$ cat config.mk
export PLATFORM = sky130hd
export DESIGN_NAME = row_correlation_fir_unit
export DESIGN_NICKNAME = d
export VERILOG_FILES = /design/src/sv/rcf_pkg.sv /design/src/sv/rcf_tap_cell.sv /design/src/sv/rcf_mac.sv /design/src/sv/row_correlation_fir_unit.sv
export SDC_FILE = /design/constraint.sdc
export NUM_CORES = 2
export LEC_CHECK = 0
export ABC_AREA = 1
export BUFFER_PORTS_ARGS = -buffer_cell sky130_fd_sc_hd__clkbuf_2
export CAP_MARGIN = 25
export CELL_PAD_IN_SITES_DETAIL_PLACEMENT = 1
export CELL_PAD_IN_SITES_GLOBAL_PLACEMENT = 1
export CORE_MARGIN = 2
export CORE_UTILIZATION = 45
export CTS_CLUSTER_DIAMETER = 100
export DETAILED_ROUTE_END_ITERATION = 10
export PLACE_DENSITY_LB_ADDON = 0.1
export SLEW_MARGIN = 25
export SYNTH_ARGS = -nofsm -noshare
export SYNTH_HDL_FRONTEND = slang
export SYNTH_SLANG_ARGS = --single-unit
$ cat constraint.sdc
create_clock -name aclk -period 59.3 [get_ports aclk]
set_input_delay 8.895 -clock aclk [delete_from_list [all_inputs] [get_ports aclk]]
set_output_delay 8.895 -clock aclk [all_outputs]
set_load 0.05 [all_outputs]
$ cat src/sv/rcf_pkg.sv
// ----------------------------------------------------------------------------
// rcf_pkg
// Shared types and constants of the row correlation FIR unit.
// ----------------------------------------------------------------------------
`default_nettype none

package rcf_pkg;

    // Field widths
    localparam int VALUE_W     = 16;   // Q1.15 sample / coefficient
    localparam int PROD_W      = 32;   // Q2.30 product
    localparam int SUM_W       = 40;   // Q10.30 result
    localparam int ACC_W       = 42;   // exact sum, covers up to 256 taps plus prior
    localparam int TAP_COUNT_W = 7;
    localparam int COEF_IDX_W  = 6;
    localparam int CFG_IDX_W   = 1;
    localparam int CFG_DATA_W  = 7;

    // Command codes
    localparam logic CMD_LOAD   = 1'b0;
    localparam logic CMD_SAMPLE = 1'b1;

    // Register indexes
    localparam logic [CFG_IDX_W-1:0] CFG_TAP_COUNT  = 1'b0;
    localparam logic [CFG_IDX_W-1:0] CFG_ACCUMULATE = 1'b1;

    // Saturation bounds in accumulator width
    localparam logic signed [ACC_W-1:0] SUM_MAX =
        {{(ACC_W-SUM_W+1){1'b0}}, {(SUM_W-1){1'b1}}};
    localparam logic signed [ACC_W-1:0] SUM_MIN = ~SUM_MAX;

    // Controls from the sequencer to the MAC
    typedef struct packed {
        logic start;    // load accumulator with the initial sum
        logic issue;    // one tap step enters the MAC pipe
        logic tap_ok;   // this step lies inside the active window
        logic coef_wr;  // coefficient write
    } rcf_mac_ctl_t;

endpackage

`default_nettype wire

$ cat src/sv/rcf_tap_cell.sv
// ----------------------------------------------------------------------------
// rcf_tap_cell
// One cell of the sample chain: holds one window sample, takes its
// neighbor's sample whenever the chain moves.
// ----------------------------------------------------------------------------
`default_nettype none

module rcf_tap_cell (
    input  wire logic                                 aclk,
    input  wire logic                                 shift_en,
    input  wire logic signed [rcf_pkg::VALUE_W-1:0]   d,
    output logic signed [rcf_pkg::VALUE_W-1:0]        q
);
    import rcf_pkg::*;

    logic signed [VALUE_W-1:0] sample_reg;

    // sample storage, no reset needed: only samples of the current row are read
    always_ff @(posedge aclk) begin
        if (shift_en) begin
            sample_reg <= d;
        end
    end

    assign q = sample_reg;

endmodule

`default_nettype wire

$ cat src/sv/rcf_mac.sv
// ----------------------------------------------------------------------------
// rcf_mac
// Coefficient memory and one multiply-accumulate unit fed by the head of
// the sample chain, with saturation of the final sum.
// ----------------------------------------------------------------------------
`default_nettype none

module rcf_mac #(
    parameter int MAX_TAPS = 64,
    parameter int AW       = 6
) (
    input  wire logic                                 aclk,
    input  wire logic                                 aresetn,
    input  wire rcf_pkg::rcf_mac_ctl_t                ctl,
    input  wire logic [AW-1:0]                        rd_addr,
    input  wire logic [AW-1:0]                        wr_addr,
    input  wire logic signed [rcf_pkg::VALUE_W-1:0]   wr_data,
    input  wire logic signed [rcf_pkg::VALUE_W-1:0]   head_sample,
    input  wire logic signed [rcf_pkg::SUM_W-1:0]     init_sum,
    output logic                                      busy,
    output logic signed [rcf_pkg::SUM_W-1:0]          sat_sum
);
    import rcf_pkg::*;

    logic signed [VALUE_W-1:0] coef_mem [MAX_TAPS];

    logic                      a_vld_reg;
    logic                      a_ok_reg;
    logic signed [VALUE_W-1:0] a_samp_reg;
    logic signed [VALUE_W-1:0] a_coef_reg;
    logic                      b_vld_reg;
    logic signed [PROD_W-1:0]  prod_reg;
    logic signed [ACC_W-1:0]   acc_reg;

    // coefficient memory: one write port, one registered read port
    always_ff @(posedge aclk) begin
        if (ctl.coef_wr) begin
            coef_mem[wr_addr] <= wr_data;
        end
        a_coef_reg <= coef_mem[rd_addr];
    end

    // pipe valid flags
    always_ff @(posedge aclk) begin
        if (!aresetn) begin
            a_vld_reg <= 1'b0;
            b_vld_reg <= 1'b0;
        end else begin
            a_vld_reg <= ctl.issue;
            b_vld_reg <= a_vld_reg;
        end
    end

    // operand stage, product stage, accumulator
    always_ff @(posedge aclk) begin
        a_samp_reg <= head_sample;
        a_ok_reg   <= ctl.tap_ok;
        prod_reg   <= a_ok_reg ? PROD_W'(a_samp_reg * a_coef_reg) : '0;
        if (ctl.start) begin
            acc_reg <= ACC_W'(init_sum);
        end else if (b_vld_reg) begin
            acc_reg <= acc_reg + ACC_W'(prod_reg);
        end
    end

    assign busy = a_vld_reg || b_vld_reg;

    // clamp to the Q10.30 range
    always_comb begin
        if (acc_reg > SUM_MAX) begin
            sat_sum = SUM_MAX[SUM_W-1:0];
        end else if (acc_reg < SUM_MIN) begin
            sat_sum = SUM_MIN[SUM_W-1:0];
        end else begin
            sat_sum = acc_reg[SUM_W-1:0];
        end
    end

`ifndef SYNTHESIS
    // the accumulator is never reloaded while products are still in flight
    ast_start_idle: assert property (@(posedge aclk) disable iff (!aresetn)
        ctl.start |-> !busy)
        else $error("rcf_mac: start while pipe busy");
    // an issued step passes through the operand and product stages to the accumulator
    ast_pipe_flow: assert property (@(posedge aclk) disable iff (!aresetn)
        ctl.issue |=> ##1 b_vld_reg)
        else $error("rcf_mac: step lost in pipe");
    // no coefficient write during a tap pass
    ast_wr_quiet: assert property (@(posedge aclk) disable iff (!aresetn)
        ctl.issue |-> !ctl.coef_wr)
        else $error("rcf_mac: coefficient write during pass");
`endif

endmodule

`default_nettype wire

$ cat src/sv/row_correlation_fir_unit.sv
// ----------------------------------------------------------------------------
// row_correlation_fir_unit
// Streaming row-wise correlation FIR: a chain of sample cells that rotates
// past one shared multiply-accumulate unit.
//
//   channel  direction  handshake             payload
//   cfg      in         cfg_wr_en             cfg_index, cfg_data
//   s_       in         s_valid / s_ready     command, coef_index, value,
//                                             prior_sum, first/last_in_row
//   m_       out        m_valid / m_ready     sum, row_done
//
// A coefficient load or a sample that completes no window leaves the unit
// idle and ready for the next item. A sample that completes a window starts
// a pass: the chain rotates once through all MAX_TAPS cells past the single
// MAC, then the two-stage MAC pipe drains. Synchronous active-low reset
// clears control, fill count and registers; no clearing pass. A result
// waits in the output register while the next item is taken; the pass
// only stalls at its end when that register is still full.
// ----------------------------------------------------------------------------
`default_nettype none

module row_correlation_fir_unit #(
    parameter int MAX_TAPS = 64
) (
    input  wire logic                                   aclk,
    input  wire logic                                   aresetn,
    // configuration
    input  wire logic                                   cfg_wr_en,
    input  wire logic [rcf_pkg::CFG_IDX_W-1:0]          cfg_index,
    input  wire logic [rcf_pkg::CFG_DATA_W-1:0]         cfg_data,
    // input items
    input  wire logic                                   s_valid,
    output logic                                        s_ready,
    input  wire logic                                   s_command,
    input  wire logic [rcf_pkg::COEF_IDX_W-1:0]         s_coef_index,
    input  wire logic signed [rcf_pkg::VALUE_W-1:0]     s_value,
    input  wire logic signed [rcf_pkg::SUM_W-1:0]       s_prior_sum,
    input  wire logic                                   s_first_in_row,
    input  wire logic                                   s_last_in_row,
    // result items
    output logic                                        m_valid,
    input  wire logic                                   m_ready,
    output logic signed [rcf_pkg::SUM_W-1:0]            m_sum,
    output logic                                        m_row_done
);
    import rcf_pkg::*;

    localparam int AW = (MAX_TAPS > 1) ? $clog2(MAX_TAPS) : 1;
    localparam int FW = $clog2(MAX_TAPS + 1);

    typedef enum logic [2:0] {
        ST_IDLE  = 3'b001,
        ST_RUN   = 3'b010,
        ST_DRAIN = 3'b100
    } state_t;

    state_t                     state_reg, state_next;
    logic [AW-1:0]              step_reg;
    logic [FW-1:0]              fill_reg, fill_next;
    logic [TAP_COUNT_W-1:0]     tap_count_reg;
    logic                       accumulate_reg;
    logic                       last_reg;
    logic                       m_valid_reg;
    logic signed [SUM_W-1:0]    m_sum_reg;
    logic                       m_row_done_reg;

    logic                       s_accept, smp_accept, ld_accept;
    logic [FW-1:0]              taps;
    logic                       emit, finish, out_free, shift_en, last_step;
    logic [FW:0]                pos_sum;
    logic signed [VALUE_W-1:0]  feed;
    logic signed [VALUE_W-1:0]  cell_q [MAX_TAPS];
    rcf_mac_ctl_t               mac_ctl;
    logic                       mac_busy;
    logic signed [SUM_W-1:0]    mac_sum;

    // configuration registers
    always_ff @(posedge aclk) begin
        if (!aresetn) begin
            tap_count_reg  <= TAP_COUNT_W'(1);
            accumulate_reg <= 1'b0;
        end else if (cfg_wr_en) begin
            unique case (cfg_index)
                CFG_TAP_COUNT:  tap_count_reg  <= cfg_data[TAP_COUNT_W-1:0];
                CFG_ACCUMULATE: accumulate_reg <= cfg_data[0];
                default: ;
            endcase
        end
    end

    // handshake
    assign s_ready    = (state_reg == ST_IDLE);
    assign s_accept   = s_valid && s_ready;
    assign smp_accept = s_accept && (s_command == CMD_SAMPLE);
    assign ld_accept  = s_accept && (s_command == CMD_LOAD);

    // window length in use, clamped to 1..MAX_TAPS
    always_comb begin
        if (tap_count_reg == '0) begin
            taps = FW'(1);
        end else if (32'(tap_count_reg) > MAX_TAPS) begin
            taps = FW'(MAX_TAPS);
        end else begin
            taps = FW'(tap_count_reg);
        end
    end

    // row fill, saturating at MAX_TAPS
    always_comb begin
        fill_next = s_first_in_row ? '0 : fill_reg;
        if (32'(fill_next) < MAX_TAPS) begin
            fill_next = fill_next + FW'(1);
        end
    end

    assign emit = (fill_next >= taps);

    always_ff @(posedge aclk) begin
        if (!aresetn) begin
            fill_reg <= '0;
        end else if (smp_accept) begin
            fill_reg <= fill_next;
        end
    end

    // sample chain: shifts in a new sample, rotates during a pass
    assign shift_en = smp_accept || (state_reg == ST_RUN);
    assign feed     = (state_reg == ST_RUN) ? cell_q[0] : s_value;

    for (genvar q = 0; q < MAX_TAPS; q++) begin : g_cell
        if (q == MAX_TAPS - 1) begin : g_tail
            rcf_tap_cell u_cell (
                .aclk     (aclk),
                .shift_en (shift_en),
                .d        (feed),
                .q        (cell_q[q])
            );
        end else begin : g_body
            rcf_tap_cell u_cell (
                .aclk     (aclk),
                .shift_en (shift_en),
                .d        (cell_q[q+1]),
                .q        (cell_q[q])
            );
        end
    end

    // tap position: step p maps to coefficient p - (MAX_TAPS - taps)
    assign pos_sum   = (FW+1)'(step_reg) + (FW+1)'(taps);
    assign last_step = (step_reg == AW'(MAX_TAPS - 1));
    assign out_free  = !m_valid_reg || m_ready;
    assign finish    = (state_reg == ST_DRAIN) && !mac_busy && out_free;

    always_comb begin
        mac_ctl.start   = smp_accept && emit;
        mac_ctl.issue   = (state_reg == ST_RUN);
        mac_ctl.tap_ok  = (32'(pos_sum) >= MAX_TAPS);
        mac_ctl.coef_wr = ld_accept && (32'(s_coef_index) < MAX_TAPS);
    end

    // sequencer
    always_comb begin
        state_next = state_reg;
        unique case (state_reg)
            ST_IDLE:  if (smp_accept && emit) state_next = ST_RUN;
            ST_RUN:   if (last_step)          state_next = ST_DRAIN;
            ST_DRAIN: if (finish)             state_next = ST_IDLE;
            default:                          state_next = ST_IDLE;
        endcase
    end

    always_ff @(posedge aclk) begin
        if (!aresetn) begin
            state_reg <= ST_IDLE;
            step_reg  <= '0;
        end else begin
            state_reg <= state_next;
            if (state_reg == ST_RUN) begin
                step_reg <= last_step ? '0 : step_reg + AW'(1);
            end else begin
                step_reg <= '0;
            end
        end
    end

    always_ff @(posedge aclk) begin
        if (smp_accept) begin
            last_reg <= s_last_in_row;
        end
    end

    rcf_mac #(
        .MAX_TAPS (MAX_TAPS),
        .AW       (AW)
    ) u_mac (
        .aclk        (aclk),
        .aresetn     (aresetn),
        .ctl         (mac_ctl),
        .rd_addr     (AW'(pos_sum - (FW+1)'(MAX_TAPS))),
        .wr_addr     (AW'(s_coef_index)),
        .wr_data     (s_value),
        .head_sample (cell_q[0]),
        .init_sum    (accumulate_reg ? s_prior_sum : '0),
        .busy        (mac_busy),
        .sat_sum     (mac_sum)
    );

    // output register
    always_ff @(posedge aclk) begin
        if (!aresetn) begin
            m_valid_reg <= 1'b0;
        end else if (finish) begin
            m_valid_reg <= 1'b1;
        end else if (m_ready) begin
            m_valid_reg <= 1'b0;
        end
    end

    always_ff @(posedge aclk) begin
        if (finish) begin
            m_sum_reg      <= mac_sum;
            m_row_done_reg <= last_reg;
        end
    end

    assign m_valid    = m_valid_reg;
    assign m_sum      = m_sum_reg;
    assign m_row_done = m_row_done_reg;

`ifndef SYNTHESIS
    // the MAC pipe is empty whenever a new item can be taken
    ast_idle_empty: assert property (@(posedge aclk) disable iff (!aresetn)
        (state_reg == ST_IDLE) |-> !mac_busy)
        else $error("row_correlation_fir_unit: MAC busy while idle");
    // a completed window starts a pass at the first tap step
    ast_pass_start: assert property (@(posedge aclk) disable iff (!aresetn)
        (smp_accept && emit) |=> (state_reg == ST_RUN) && (step_reg == '0))
        else $error("row_correlation_fir_unit: pass did not start");
    // a result appears only at the end of a pass
    ast_out_src: assert property (@(posedge aclk) disable iff (!aresetn)
        $rose(m_valid_reg) |-> $past(state_reg == ST_DRAIN))
        else $error("row_correlation_fir_unit: result without pass");
    // the state register stays one-hot
    ast_onehot: assert property (@(posedge aclk) disable iff (!aresetn)
        $onehot(state_reg))
        else $error("row_correlation_fir_unit: state not one-hot");
`endif

endmodule

`default_nettype wire

After elaboration in Yosys (flattened, before gate mapping):

Memory sizes are Yosys's and may differ from the RTL's. A register that Yosys moved wholly into a read port is not among the register bits.
Cells that the tools add are included.

* register bits: 1184
* RAM bits: 1024
* output and inout port bits: 43
* memories kept: 1

* $add $sub $neg: 5
* multiply operators: 1
* order comparisons: 6
* equal/unequal tests: 7
* multiplexer cells: 17
* bitwise gates (word level): 4
* reduce and logical (&&, ||, !) cells: 18

Memory list
* u_mac.coef_mem: depth 64, width 16, read ports 1, clocked after Yosys merged registers in 1, write ports 1, line rcf_mac.sv:25 `logic signed [VALUE_W-1:0] coef_mem [MAX_TAPS];`

Operator list (number)
* $mux W42: 2
* $mux W40: 2
* $add A42 B32 Y42: 1
* $gt A42 B40 Y1 const B: 1
* $lt A42 B40 Y1 const B: 1
* $mul A16 B16 Y32: 1
* $mux W7: 4
* $mux W16: 1
* $mux W3: 3
* $pmux W3 S3: 1
* $add A6 B7 Y8: 1
* $ge A8 B7 Y1 const B: 1
* $add A7 B1 Y7 const B: 1
* $ge A7 B7 Y1: 1
* $gt A7 B7 Y1 const B: 1
* $logic_not A7 Y1: 1
* $lt A7 B7 Y1 const B: 1
* $add A6 B1 Y6 const B: 1
* $eq A6 B6 Y1 const B: 1
* $logic_and A1 B1 Y1: 6
* $sub A6 B1 Y6 const B: 1
* $mux W1: 4
* $ne A2 B2 Y1 const B: 2
* $not A1 Y1: 4
* 10 further kinds: 15

Longest topological paths before layout:

* depth in word-level cells: 7
* depth in mapped cells: 27
* depth with buffers taken out: 25

Modules after synthesis:

Synthesis repeated with hierarchy kept, for this count alone.

* cells, all modules: 7222
* area total of the unflattened synthesis: 92646.4 um2

Modules (own cells, without submodules)
* rcf_mac: instances 1, cells an instance 5772, area each 58466.1 um2, seq. area each 33352.0 um2
* rcf_tap_cell: instances 64, cells an instance 16, area each 480.5 um2, seq. area each 480.5 um2
* row_correlation_fir_unit: instances 1, cells an instance 426, area each 3430.8 um2, seq. area each 1761.7 um2

Least setup slack after synthesis:

No wires, ideal clock.

* path type: input to register
* from: input port s_valid
* to: register g_cell[0].g_body.u_cell.sample_reg[0], enable pin
* library setup time: 6.999 ns
* arrival time: 25.876 ns
* slack: 26.425 ns
* cell stages on the path: 5
* path buffers: 1
* cell sequence: inv_1 -> nor2_1 -> nand2_1 -> clkbuf_1 -> nand2_1

* word-level cells in the longest chain between the ends: 3

Ends and longest elaborated chain
* start: declaration: line row_correlation_fir_unit.sv:32 `input wire logic s_valid,`
* $logic_and A1 B1 Y1: line row_correlation_fir_unit.sv:93 `assign s_accept = s_valid && s_ready;`
* $logic_and A1 B1 Y1: line row_correlation_fir_unit.sv:94 `assign smp_accept = s_accept && (s_command == CMD_SAMPLE);`
* $logic_or A1 B1 Y1: line row_correlation_fir_unit.sv:127 `assign shift_en = smp_accept || (state_reg == ST_RUN);`
* via g_cell[0].g_body.u_cell.shift_en: line rcf_tap_cell.sv:10 `input wire logic shift_en,`
* end signal: assignment: line rcf_tap_cell.sv:21 `sample_reg <= d;`
* end: declaration: line rcf_tap_cell.sv:16 `logic signed [VALUE_W-1:0] sample_reg;`

The timed path passes the listed nets, and every way through them passes these cells.
A chain may end at the register's enable or synchronous reset.

Final worst setup path:

* from: input port s_valid
* to: register g_cell[20].g_body.u_cell.sample_reg[1], enable pin

* word-level cells in the longest chain between the ends: 3

Ends and longest elaborated chain (line)
* $logic_and A1 B1 Y1: row_correlation_fir_unit.sv:93
* $logic_and A1 B1 Y1: row_correlation_fir_unit.sv:94
* $logic_or A1 B1 Y1: row_correlation_fir_unit.sv:127
* via g_cell[0].g_body.u_cell.shift_en: rcf_tap_cell.sv:10
* end signal: assignment: rcf_tap_cell.sv:21
* end: declaration: rcf_tap_cell.sv:16

The timed path passes the listed nets, and every way through them passes these cells.

==> results.txt <==
----------------------------------------------------
[Outcome]
  Status ... completed

[STA]
  Count of endpoints failing setup in the final report ... 0
  Final-layout setup total negative slack ... 0 ps
  Worst-case clock skew ... 62.0 ps
  Final Hold Viols ... 0
  Remaining max-slew budget at the tightest pin ... 0.234
  Period utilization ... 0.198
  Number of pins with negative max-slew slack in the final report ... 0
  Setup repair after global routing missed its margin ... no
  Post-layout minimum cycle time ... around 12,000 ps
  Transition at the pin with the smallest max-transition slack ... 1150 ps
  Top achievable clock speed ... roughly 0.085 GHz

[Placement]
  Input/output buffers ... 120
  Post-DP HPWL ... 142,000 µm
  Post-placement cell area ... 96,000 µm²
  Final RePlAce weighted congestion ... 0.865
  Cell count after placement ... 9,706

[Die]
  Area of the placeable core ... slightly above 200,000 µm²
  Die extent in x ... 457 µm
  Standard-cell row count ... 166
  Die H ... 457 µm
  Number of I/O pins ... 121
  Initial core utilization ... 0.452
  Die Area ... 209,000 µm²

[Route]
  Residual DRC ... 0
  Drt first pass iters ... 7
  Post-DR vias/cell ... 5.25
  Final wirelength ... 226,000 µm
  Number of nets with antenna violations after detailed routing ... 0
  Drt first-iter violations ... 4,246
  Number of vias after detailed routing ... 53,200
  Post-detailed-route wirelength per cell ... about 22 µm

[Synth]
  Async set or reset register ratio after synthesis ... 0
  Leading cell types by count after synthesis ... edfxtp_1, nor2_1, nand2_1
  Mapped Avg Cell Area ... 13.0 µm²
  Number of enable-type register cells in the synthesized netlist ... 2,132
  Prevailing post-synth register cell ... edfxtp_1
  Distinct cell type count of the synthesized netlist ... slightly above 40
  Share of synthesized area occupied by flip-flops and latches ... 0.713
  Post-Synthesis Net Count ... approximately 7,600
  Synthesis-stage register bit count ... 2,224
  Most repeated cell in the gate-level netlist after synthesis ... edfxtp_1
  Warning count from the yosys run ... 0
  Top cell type by total area after synthesis ... edfxtp_1
  Share of the synthesized area in the top cell type ... 0.693
  Post-Synthesis Cell Area ... a little over 90,000 µm²
  Cells after synthesis ... 7,088
  Top cells by area, synth ... edfxtp_1, fa_1, nor2_1, nand2_1, o21ai_0

[Finish]
  Final Instance Count excl. Fillers ... around 10,000
  Number of filler cells placed in the layout ... between 20,000 and 25,000
  Number of flip-flops under the largest register name ... 1,024
  Proportion of layout cells with a drive suffix above 1 ... 0.0812
  Signed area change from the synthesized netlist to the final layout ... 11.9%
  Summed area of non-filler cells in the final layout ... 103,000 µm²
  Core Util, Final ... 0.506
  Layout Nets ... 7,728

[Clock tree]
  Clock buffer count from CTS ... 225
  Maximum buffer depth of the clock tree ... 3
  Quantity of hold-fixing buffers added after cts ... 0
  Quantity of gates resized following cts ... 0
  TritonCTS clock tree ... built
  Clock Root Buffer ... clkbuf_16
  Clock latency on the worst-skew pair ... 890 ps
  Clock-pin slew reported for the worst setup and hold paths after clock tree synthesis ... 60 ps
  Sinks on Clock Net ... ~2,200
  H-tree lvl count ... 4
  Buffer count from post-CTS setup fixing ... 0

[Critical path]
  Required time of the critical path ... 59,760 ps
  Capturing element type of the critical path ... register
  Largest driver fanout on the critical path ... 134
  Category of the critical setup timing path ... input port to register
  Type of origin of the critical path ... input port
  Arrival time reported for the critical path endpoint ... 12,180 ps

[Global route]
  Wire length of the first global-routing pass ... roughly 350,000 µm
  Total global routing overflow ... 0
  Number of antenna violations at the first check in global routing ... 11
  Total track usage ... 0.219
  Pin count of the biggest net entering global routing ... 205
  Via count of the first global-routing pass ... 56,000

[Worst hold path]
  Class of the worst hold path ... register to register

[Flow run]
  Number of max-cap violations ... 0

----------------------------------------------------
critical path, stage by stage:
cell and delay [ps]:
clkbuf_2 80, inv_1 40, nor2_1 100, nand2_1 450, nand2_4 740, buf_12 360
buf_16 510, buf_4 820
cells in the final DEF (no fill, tap or decap), types with 4 or more instances in the layout:
cell        instances
dfxtp_1            92
edfxtp_1         2132
nand2_1           962
ha_1              137
clkinv_2           47
clkinv_4            4
buf_4             105
nand3_1           318
o211ai_1          210
nand4_1            20
nor2_2             15
o21ai_0           543
xnor2_1            15
clkinvlp_4          7
o21bai_1            7
buf_12              5
xor2_1              8
a21oi_1            83
clkbuf_8            4
o21ai_1            66
a21o_1              5
nor3_1             11
or2_2              10
clkbuf_1           45
clkbuf_16         227
clkbuf_2          120
fa_1              263
inv_6               5
clkinv_16           9
o21a_1              8
nor2_1           1122
clkinv_1           48
bufinv_16          16
nand3b_1           11
inv_1             718
layout make-up:
class | count | area (µm²) | share of cell area
diodes | 2 | 5.00 | 0.0000484
clock inverters | 140 | 1380 | 0.0133
flip-flops and latches | 2224 | 65900 | 0.637
inverters | 723 | 2740 | 0.0265
well taps | 2688 | 3360 | 0.0325
clock buffers | 276 | 5900 | 0.0571
multi-input cells | 3839 | 22500 | 0.218
repair buffers | 235 | 1580 | 0.0153
routing by layer:
layer / track usage / routed length, µm
met1: 0.313 / 103000
met4: 0.0640 / 5790
met5: 0 / 26
met3: 0.0399 / 12700
met2: 0.342 / 104000
per-stage QoR:
stage / hold WS, ps / worst slack [ps]
after global placement: 369 / 46450
after global routing: 385 / 47380
after CTS: 374 / 47600
final: 374 / 47580
after floorplan: 348 / 26430
after detailed placement: 373 / 46600
path summary, 6_finish.rpt:
path / startpoint / end / slack (ps) / cells after the start
max: s_valid / g_cell[20].g_body.u_cell.q[1] / 47580 / 8
min: g_cell[9].g_body.u_cell.q[5] / g_cell[8].g_body.u_cell.q[5] / 370 / 0
max reg2reg: u_mac.a_coef_reg[1] / u_mac.prod_reg[24] / 52610 / 17
min reg2reg: g_cell[9].g_body.u_cell.q[5] / g_cell[8].g_body.u_cell.q[5] / 370 / 0
cell families (layout without fill, tap and decap cells):
family | Yosys count | after routing | synth area share
adder cells (fa/ha/maj) | 402 | 402 | 0.0759
flip-flops | 2224 | 2224 | 0.713
buffers and inverters | 1025 | 1374 | 0.0444
other | 0 | 2 | 0
AO/OA/AOI/OAI | 931 | 931 | 0.0569
AND/OR/NAND/NOR | 2479 | 2479 | 0.107
XOR/XNOR | 27 | 27 | 0.00264
Power is left out: the tool's default activity adds up to more than one toggle a clock period on the data nets, which glitch-free logic cannot reach.
